==> src/design/pcc_pkg.sv <==
// ----------------------------------------------------------------------------
// pcc_pkg: shared types and constants for the clamped PID controller
// Operation word of the shared multiply-accumulate unit, divider status and
// the shift codes that place a partial product in the accumulator.
// ----------------------------------------------------------------------------
package pcc_pkg;

  localparam int ACC_W = 74;

  localparam logic [1:0] SH_0  = 2'd0;
  localparam logic [1:0] SH_16 = 2'd1;
  localparam logic [1:0] SH_32 = 2'd2;

  typedef struct packed {
    logic                    issue;
    logic                    load;
    logic [1:0]              shift;
    logic signed [24:0]      a;
    logic signed [16:0]      b;
    logic signed [ACC_W-1:0] init;
  } mac_op_t;

  typedef struct packed {
    logic busy;
    logic done;
  } div_stat_t;

endpackage

==> src/design/pid_controller_clamped_core.sv <==
// ----------------------------------------------------------------------------
// pid_controller_clamped_core: PID controller with clamped, negated output
// Serial divider forms the derivative, one shared multiply-accumulate unit
// forms the integral update and the three gain products, then clamp.
//
//   channel  dir  tdata                                tuser
//   in_      in   [15:0] track_error [31:16] step_time  -
//   out_     out  [15:0] drive                          [0] clipped
//   cfg_     in   cfg_index selects, cfg_wdata value    -
//
// An item whose step_time is nonzero waits for the serial divider; when
// step_time is zero the divider is skipped and the item takes only the
// seven passes through the multiply-accumulate unit. The next item can be
// accepted in the cycle after the result is registered.
// One item at a time; in_tready is high only while the sequencer is idle.
// The result register frees the input side while out_tready is low.
// Reset or any configuration write clears the previous error and integral.
// ----------------------------------------------------------------------------
module pid_controller_clamped_core (
  input  logic        clk,
  input  logic        rst_n,
  input  logic        in_tvalid,
  output logic        in_tready,
  input  logic [31:0] in_tdata,   // [15:0] track_error, [31:16] step_time
  output logic        out_tvalid,
  input  logic        out_tready,
  output logic [15:0] out_tdata,  // [15:0] drive
  output logic        out_tuser,  // [0] clipped
  input  logic        cfg_we,
  input  logic [2:0]  cfg_index,
  input  logic [23:0] cfg_wdata
);

  localparam logic [2:0] REG_PROP  = 3'd0;
  localparam logic [2:0] REG_INTEG = 3'd1;
  localparam logic [2:0] REG_DERIV = 3'd2;
  localparam logic [2:0] REG_MAX   = 3'd3;
  localparam logic [2:0] REG_MIN   = 3'd4;

  localparam logic [3:0] S_IDLE   = 4'd0;
  localparam logic [3:0] S_INTEG  = 4'd1;
  localparam logic [3:0] S_INTW   = 4'd2;
  localparam logic [3:0] S_INTSAT = 4'd3;
  localparam logic [3:0] S_DIVW   = 4'd4;
  localparam logic [3:0] S_MAC    = 4'd5;
  localparam logic [3:0] S_MACW   = 4'd6;
  localparam logic [3:0] S_NEG    = 4'd7;
  localparam logic [3:0] S_FIN    = 4'd8;

  localparam int AW = pcc_pkg::ACC_W;

  logic [3:0] state_r, state_nxt;
  logic [2:0] step_r;

  logic signed [23:0] prop_r, integ_r, deriv_r;
  logic signed [15:0] out_max_r, out_min_r;
  logic signed [15:0] last_error_r;
  logic signed [47:0] integral_r;

  logic signed [15:0] e_r;
  logic [15:0]        dt_r;
  logic               neg_r;
  logic signed [31:0] d_r;
  logic signed [58:0] c_r;

  logic               out_valid_r;
  logic [15:0]        out_drive_r;
  logic               out_clip_r;

  logic               accept;
  logic signed [15:0] in_err;
  logic [15:0]        in_dt;
  logic signed [16:0] diff;
  logic [16:0]        diff_mag;
  logic               div_start;
  logic [31:0]        quotient;
  pcc_pkg::div_stat_t div_stat;
  pcc_pkg::mac_op_t   mac_op;
  logic signed [AW-1:0] acc;
  logic               integ_ovf;
  logic signed [31:0] d_sat;
  logic signed [58:0] max_ext, min_ext;
  logic               out_free;

  assign in_err    = in_tdata[15:0];
  assign in_dt     = in_tdata[31:16];
  assign in_tready = (state_r == S_IDLE);
  assign accept    = in_tvalid && in_tready;

  assign diff      = {in_err[15], in_err} - {last_error_r[15], last_error_r};
  assign diff_mag  = diff[16] ? (17'd0 - diff) : diff;
  assign div_start = accept && (in_dt != 16'd0);

  pcc_div u_div (
    .clk      (clk),
    .rst_n    (rst_n),
    .start    (div_start),
    .dividend ({diff_mag[15:0], 16'd0}),
    .divisor  (in_dt),
    .quotient (quotient),
    .stat     (div_stat)
  );

  pcc_mac u_mac (
    .clk   (clk),
    .rst_n (rst_n),
    .op    (mac_op),
    .acc   (acc)
  );

  // saturate the signed quotient to 32 bits
  always_comb begin
    if (neg_r) begin
      d_sat = quotient[31] ? 32'sh8000_0000 : $signed(32'd0 - quotient);
    end else begin
      d_sat = quotient[31] ? 32'sh7FFF_FFFF : $signed(quotient);
    end
  end

  assign integ_ovf = (acc[AW-1:47] != {(AW-47){acc[AW-1]}});
  assign max_ext   = {{27{out_max_r[15]}}, out_max_r, 16'd0};
  assign min_ext   = {{27{out_min_r[15]}}, out_min_r, 16'd0};
  assign out_free  = !out_valid_r || out_tready;

  // operation issued to the shared multiply-accumulate unit
  always_comb begin
    mac_op       = '0;
    mac_op.shift = pcc_pkg::SH_0;
    if (state_r == S_INTEG) begin
      mac_op.issue = 1'b1;
      mac_op.load  = 1'b1;
      mac_op.init  = {{(AW-48){integral_r[47]}}, integral_r};
      mac_op.a     = {{9{e_r[15]}}, e_r};
      mac_op.b     = {1'b0, dt_r};
    end else if (state_r == S_MAC) begin
      mac_op.issue = 1'b1;
      case (step_r)
        3'd0: begin
          mac_op.load  = 1'b1;
          mac_op.a     = {prop_r[23], prop_r};
          mac_op.b     = {e_r[15], e_r};
          mac_op.shift = pcc_pkg::SH_16;
        end
        3'd1: begin
          mac_op.a     = {deriv_r[23], deriv_r};
          mac_op.b     = {1'b0, d_r[15:0]};
          mac_op.shift = pcc_pkg::SH_16;
        end
        3'd2: begin
          mac_op.a     = {deriv_r[23], deriv_r};
          mac_op.b     = {d_r[31], d_r[31:16]};
          mac_op.shift = pcc_pkg::SH_32;
        end
        3'd3: begin
          mac_op.a     = {integ_r[23], integ_r};
          mac_op.b     = {1'b0, integral_r[15:0]};
          mac_op.shift = pcc_pkg::SH_0;
        end
        3'd4: begin
          mac_op.a     = {integ_r[23], integ_r};
          mac_op.b     = {1'b0, integral_r[31:16]};
          mac_op.shift = pcc_pkg::SH_16;
        end
        default: begin
          mac_op.a     = {integ_r[23], integ_r};
          mac_op.b     = {integral_r[47], integral_r[47:32]};
          mac_op.shift = pcc_pkg::SH_32;
        end
      endcase
    end
  end

  always_comb begin
    state_nxt = state_r;
    unique case (state_r)
      S_IDLE:   if (accept) state_nxt = S_INTEG;
      S_INTEG:  state_nxt = S_INTW;
      S_INTW:   state_nxt = S_INTSAT;
      S_INTSAT: state_nxt = S_DIVW;
      S_DIVW:   if (dt_r == 16'd0 || div_stat.done) state_nxt = S_MAC;
      S_MAC:    if (step_r == 3'd5) state_nxt = S_MACW;
      S_MACW:   state_nxt = S_NEG;
      S_NEG:    state_nxt = S_FIN;
      S_FIN:    if (out_free) state_nxt = S_IDLE;
      default:  state_nxt = S_IDLE;
    endcase
  end

  always_ff @(posedge clk) begin
    if (!rst_n) begin
      state_r      <= S_IDLE;
      step_r       <= '0;
      prop_r       <= '0;
      integ_r      <= '0;
      deriv_r      <= '0;
      out_max_r    <= 16'sd32767;
      out_min_r    <= -16'sd32768;
      last_error_r <= '0;
      integral_r   <= '0;
      out_valid_r  <= 1'b0;
    end else begin
      state_r <= state_nxt;

      if (state_r == S_MAC) begin
        step_r <= step_r + 3'd1;
      end else begin
        step_r <= '0;
      end

      if (accept) begin
        last_error_r <= in_err;
      end

      // hold the saturated integral once the update has landed
      if (state_r == S_INTSAT && dt_r != 16'd0) begin
        if (integ_ovf) begin
          integral_r <= acc[AW-1] ? {1'b1, 47'd0} : {1'b0, {47{1'b1}}};
        end else begin
          integral_r <= acc[47:0];
        end
      end

      if (cfg_we) begin
        unique case (cfg_index)
          REG_PROP:  prop_r    <= cfg_wdata;
          REG_INTEG: integ_r   <= cfg_wdata;
          REG_DERIV: deriv_r   <= cfg_wdata;
          REG_MAX:   out_max_r <= cfg_wdata[15:0];
          REG_MIN:   out_min_r <= cfg_wdata[15:0];
          default:   ;
        endcase
        last_error_r <= '0;
        integral_r   <= '0;
      end

      if (state_r == S_FIN && out_free) begin
        out_valid_r <= 1'b1;
      end else if (out_tready) begin
        out_valid_r <= 1'b0;
      end
    end
  end

  always_ff @(posedge clk) begin
    if (accept) begin
      e_r   <= in_err;
      dt_r  <= in_dt;
      neg_r <= diff[16];
    end
    if (state_r == S_DIVW) begin
      d_r <= (dt_r == 16'd0) ? 32'sd0 : d_sat;
    end
    if (state_r == S_NEG) begin
      c_r <= 59'sd0 - {acc[AW-1], acc[AW-1:16]};
    end
    // upper limit is tested first
    if (state_r == S_FIN && out_free) begin
      if (c_r > max_ext) begin
        out_drive_r <= out_max_r;
        out_clip_r  <= 1'b1;
      end else if (c_r < min_ext) begin
        out_drive_r <= out_min_r;
        out_clip_r  <= 1'b1;
      end else begin
        out_drive_r <= c_r[31:16];
        out_clip_r  <= 1'b0;
      end
    end
  end

  assign out_tvalid = out_valid_r;
  assign out_tdata  = out_drive_r;
  assign out_tuser  = out_clip_r;

`ifndef ASSERT_OFF
  a_div_done_in_wait: assert property (@(posedge clk) disable iff (!rst_n)
    div_stat.done |-> (state_r == S_DIVW))
    else $error("divider finished outside the wait state");

  a_accept_starts_seq: assert property (@(posedge clk) disable iff (!rst_n)
    accept |=> (state_r == S_INTEG))
    else $error("accepted item did not start the sequence");

  a_mac_busy_only: assert property (@(posedge clk) disable iff (!rst_n)
    mac_op.issue |-> (state_r != S_IDLE) && !in_tready)
    else $error("mac operation issued while idle");

  a_div_not_started_busy: assert property (@(posedge clk) disable iff (!rst_n)
    div_start |-> !div_stat.busy)
    else $error("divider restarted while busy");
`endif

endmodule

==> src/design/pcc_div.sv <==
// ----------------------------------------------------------------------------
// pcc_div: serial unsigned divider
// Restoring division of a 32-bit dividend by a nonzero 16-bit divisor, one
// quotient bit per cycle. done pulses for one cycle at the end.
// ----------------------------------------------------------------------------
module pcc_div (
  input  logic               clk,
  input  logic               rst_n,
  input  logic               start,
  input  logic [31:0]        dividend,
  input  logic [15:0]        divisor,
  output logic [31:0]        quotient,
  output pcc_pkg::div_stat_t stat
);

  logic [16:0] rem_r, rem_nxt;
  logic [31:0] quo_r, quo_nxt;
  logic [15:0] dsr_r;
  logic [4:0]  cnt_r;
  logic        busy_r;
  logic        done_r;
  logic [16:0] rem_sh;
  logic        fits;

  always_comb begin
    rem_sh  = {rem_r[15:0], quo_r[31]};
    fits    = (rem_sh >= {1'b0, dsr_r});
    rem_nxt = fits ? (rem_sh - {1'b0, dsr_r}) : rem_sh;
    quo_nxt = {quo_r[30:0], fits};
  end

  always_ff @(posedge clk) begin
    if (!rst_n) begin
      busy_r <= 1'b0;
      done_r <= 1'b0;
      cnt_r  <= '0;
    end else begin
      done_r <= 1'b0;
      if (start) begin
        busy_r <= 1'b1;
        cnt_r  <= '0;
      end else if (busy_r) begin
        cnt_r <= cnt_r + 5'd1;
        if (cnt_r == 5'd31) begin
          busy_r <= 1'b0;
          done_r <= 1'b1;
        end
      end
    end
  end

  always_ff @(posedge clk) begin
    if (start) begin
      rem_r <= '0;
      quo_r <= dividend;
      dsr_r <= divisor;
    end else if (busy_r) begin
      rem_r <= rem_nxt;
      quo_r <= quo_nxt;
    end
  end

  assign quotient  = quo_r;
  assign stat.busy = busy_r;
  assign stat.done = done_r;

endmodule

==> src/design/pcc_mac.sv <==
// ----------------------------------------------------------------------------
// pcc_mac: shared multiply-accumulate unit
// 25x17 signed multiply, shifted and registered, then added into a 74-bit
// accumulator. An operation with load set starts from its init value.
// ----------------------------------------------------------------------------
module pcc_mac (
  input  logic                             clk,
  input  logic                             rst_n,
  input  pcc_pkg::mac_op_t                 op,
  output logic signed [pcc_pkg::ACC_W-1:0] acc
);

  logic signed [41:0]                 prod;
  logic signed [pcc_pkg::ACC_W-1:0]   prod_ext;
  logic signed [pcc_pkg::ACC_W-1:0]   prod_sh;
  logic signed [pcc_pkg::ACC_W-1:0]   prod_r;
  logic signed [pcc_pkg::ACC_W-1:0]   init_r;
  logic signed [pcc_pkg::ACC_W-1:0]   acc_r, acc_nxt;
  logic                               pv_r;
  logic                               load_r;

  assign prod     = op.a * op.b;
  assign prod_ext = {{(pcc_pkg::ACC_W-42){prod[41]}}, prod};

  always_comb begin
    case (op.shift)
      pcc_pkg::SH_0:  prod_sh = prod_ext;
      pcc_pkg::SH_16: prod_sh = prod_ext <<< 16;
      pcc_pkg::SH_32: prod_sh = prod_ext <<< 32;
      default:        prod_sh = prod_ext;
    endcase
  end

  assign acc_nxt = (load_r ? init_r : acc_r) + prod_r;

  always_ff @(posedge clk) begin
    if (!rst_n) begin
      pv_r <= 1'b0;
    end else begin
      pv_r <= op.issue;
    end
  end

  always_ff @(posedge clk) begin
    if (op.issue) begin
      prod_r <= prod_sh;
      init_r <= op.init;
      load_r <= op.load;
    end
    if (pv_r) begin
      acc_r <= acc_nxt;
    end
  end

  assign acc = acc_r;

endmodule

==> config.mk <==
export PLATFORM = sky130hd
export DESIGN_NAME = pid_controller_clamped_core
export DESIGN_NICKNAME = d
export VERILOG_FILES = /design/src/design/pcc_pkg.sv /design/src/design/pid_controller_clamped_core.sv /design/src/design/pcc_div.sv /design/src/design/pcc_mac.sv
export SDC_FILE = /design/constraint.sdc
export NUM_CORES = 2
export LEC_CHECK = 0
export ABC_CLOCK_PERIOD_IN_PS = 21600
export BUFFER_PORTS_ARGS = -buffer_cell sky130_fd_sc_hd__buf_2
export CORE_MARGIN = 4
export CORE_UTILIZATION = 38
export DETAILED_ROUTE_END_ITERATION = 10
export MAX_ROUTING_LAYER = met4
export SLEW_MARGIN = 20
export SYNTH_ARGS = -nofsm -noshare
export SYNTH_HDL_FRONTEND = slang
export SYNTH_SLANG_ARGS = --single-unit
export TNS_END_PERCENT = 30
==> constraint.sdc <==
create_clock -name clk -period 21.6 [get_ports clk]
set_clock_uncertainty 0.1 [all_clocks]
set_input_delay 2.16 -clock clk [delete_from_list [all_inputs] [get_ports clk]]
set_output_delay 2.16 -clock clk [all_outputs]
set_load 0.01 [all_outputs]
==> run_results.csv <==
group,metric,value,unit
critical_path,crit_slowest_cell,"nor3_1",
yosys,synth.distinct_cells,86,
critical_path,cp-start-kind,"flip-flop",
place,place_congestion,0.9617,
drt,drt_first_pass_iters,7,
yosys,syn_nets,5920,
sta,hold_violations,0,
yosys,synth-seq-area-share,32.27,%
global_route,antenna_found_initial,7,
die,io_pins,83,
critical_path,end_kind,"flip-flop",
place,dp.final_hpwl,115.9,mm
cells_and_area,mostFrequentLayoutCells,"616 x nand2_1, 586 x inv_1, 464 x nor2_1, 409 x fa_1, 370 x edfxtp_1",
sta,tightest_slew,1.185,ns
clock_network,cts_buffer_depth,3,
cells_and_area,final_common_cell,"nand2_1",
critical_path,crit_start,"step_r[0]",
hold_path,hold_class,"flip-flop to flip-flop",
die,initial_core_util,38.49,%
yosys,syn_area,47830,um2
drt,wl_per_cell,21.93,um
pwr,power_density,122.5,nW/um2
global_route,grt_pass1_vias,37580,
critical_path,path_buf_inv,5,
hold_path,min_delay_path_depth,2,
cells_and_area,area.growth.synth_to_final,9.683,%
critical_path,arrival,10.45,ns
drt,routed.top_layer,"met4",
die,fp-row-count,129,
yosys,ys.flop_type,"edfxtp_1",
global_route,grt_first_pass_wirelength,229.8,mm
die,dieWidth,362.8,um
drt,met3_length,12.07,mm
cells_and_area,final_core_util,42.22,%
yosys,synth_cells,5144,
critical_path,r2r_start,"step_r[0]",
drt,vias,37880,
sta,fmax,0.09815,GHz
critical_path,cp_data_required_time,21.86,ns
critical_path,timing.rr.end,"u_mac.prod_r[56]",
clock_network,clk_latency,0.64,ns
sta,slew_headroom,19.98,%
die,die_area,131600,um2
critical_path,slowest_delay,0.77,ns
drt,drt_iter0_drc,3450,
die,die_y,362.8,um
global_route,grt_max_degree,94,
clock_network,post_cts.repair.setup_buffers,0,
clock_network,cts_resized,0,
critical_path,crit_cells,27,
die,core,124300,um2
clock_network,clock_sinks,586,
drt,via_per_inst,5.559,
clock_network,clkTransAtPathRegs,0.06,ns
status,status,"finished, final reports clean",
sta,min_period,10.19,ns
sta,hold_ws,0.3543,ns
clock_network,cts_tree,"built",
clock_network,htreeDepth,3,
drt,wl,149.5,mm
critical_path,crit_fanout,21,
critical_path,crit_path_end,"u_mac.prod_r[56]",
sta,slew_viol_final,0,
global_route,grt_use_total,23.26,%
critical_path,reg2reg_depth,27,
cells_and_area,final_cell_area,52470,um2
flow_run,cap_violations,0,
yosys,synth_seq_cells,586,
cells_and_area,num-nets-final,5890,
clock_network,ctsHoldBuffers,0,
sta,rsz0062_at_grt,"no",
sta,setup-tns-final,0,ns
global_route,grt_overflow,0,
drt,wl_met2,66.49,mm
yosys,postSynthAreaPerCell,9.299,um2
drt,drc,0,
drt,m1WireLength,65.94,mm
sta,setup_viol,0,
sta,post-route-period-util,47.17,%
place,numPortBuffers,82,
yosys,async_flop_share,0,%
yosys,yosysWarningCount,0,
critical_path,path_delay_family,"adder cells",
critical_path,cp_common_cell,"fa_1",
cells_and_area,drive_gt1_share,7.313,%
pwr,total_leakage_power,21.98,nW
clock_network,cts_made_buffers,67,
yosys,synth-edff-count,370,
clock_network,cts_root_buf,"clkbuf_16",
place,post_dp_cell_area,50010,um2
critical_path,r2r_setup_slack,11.41,ns
pwr,ir_worst_vdd,62.01,uV
critical_path,critPathKind,"flip-flop to flip-flop",
drt,drtAntennaViolNets,0,
==> synthesized netlist by cell type (73+ instances only) <==
cell type,number,area [um2]
a21oi_1,327,1637
clkbuf_1,225,844.6
and2_1,82,513.0
xnor2_1,176,1541
nor2_1,469,1760
inv_1,587,2203
edfxtp_1,370,11110
fa_1,409,8188
a21o_1,95,713.2
o21ai_0,249,1246
a21boi_0,98,735.7
nand3_1,73,365.4
nand2_1,616,2312
ha_1,303,3791
dfxtp_1,216,4324
==> final cells by class <==
cell class	count	area, um2
timing repair buffer	145	883.3
multi-input combinational	3726	29450
inverter	588	2212
antenna	8	20.02
clock inverter	35	538.0
clock buffer	89	1873
sequential	586	15440
tap	1637	2048
fill	12220	71820
==> power breakdown <==
part / switching [W] / total, W / internal [W]
logic: 0.00214 / 0.00328 / 0.00114
clock network: 0.000504 / 0.00125 / 0.000743
registers: 0.000269 / 0.00190 / 0.00163
==> worst reg2reg max path: stages (launching register included) <==
cell      delay [ns]
dfxtp_1         0.36
inv_1           0.10
ha_1            0.69
nor2b_2         0.49
buf_4           0.38
a221oi_1        0.18
nor3_1          0.77
inv_1           0.64
nor2_1          0.33
fa_1            0.45
fa_1            0.52
fa_1            0.52
fa_1            0.52
fa_1            0.55
inv_1           0.05
fa_1            0.54
inv_1           0.05
ha_1            0.37
a21oi_1         0.26
o211ai_1        0.13
and2_1          0.20
o31ai_1         0.39
nand2_1         0.17
a311o_1         0.40
a21oi_1         0.23
o21ai_0         0.15
xnor2_1         0.28
o211ai_1        0.13
==> metrics by stage <==
step | total power [W] | setup WS [ns] | cells
floorplan | 0.004094 | 9.556 | 5144
global placement | 0.005120 | 11.62 | 6682
detailed placement | 0.005141 | 11.56 | 6682
CTS | 0.006407 | 11.52 | 6806
global route | 0.006858 | 10.78 | 6813
finish | 0.006425 | 11.41 | 6814
==> layer usage <==
layer,GRT usage (%),vias up
met1,31.92,18770
met2,35.37,1336
met4,7.077,0
met5,-,-
li1,-,17520
met3,3.876,259
==> logic make-up after synthesis <==
logic type	Yosys count	synth area share, %
adders and majority gates	712	25.04
DFF	586	32.27
AOI/OAI and AO/OA	1107	14.83
buffers and inverters	832	6.547
and+or+nand+nor	1574	14.83
xor gates and xnor gates	231	4.230
muxes	102	2.257
==> worst min path at each step <==
stage	startpoint	to	slack, ns
2_1_floorplan	last_error_r[10]	last_error_r[10]	0.34
3_3_place_gp	last_error_r[11]	last_error_r[11]	0.34
3_5_place_dp	last_error_r[14]	last_error_r[14]	0.35
4_1_cts	last_error_r[14]	last_error_r[14]	0.36
5_1_grt	last_error_r[15]	last_error_r[15]	0.37
6_report	last_error_r[1]	last_error_r[1]	0.35
==> state kept, by name, summed over array words and instances, names as in the netlist, 32 cells and up <==
signal / cells
u_mac.acc: 74
u_mac.prod_r: 74
c_r: 59
integral_r: 48
u_mac.init_r: 48
d_r: 32
u_div.quotient: 32
Note: power is estimated with default switching activity, not from simulation.
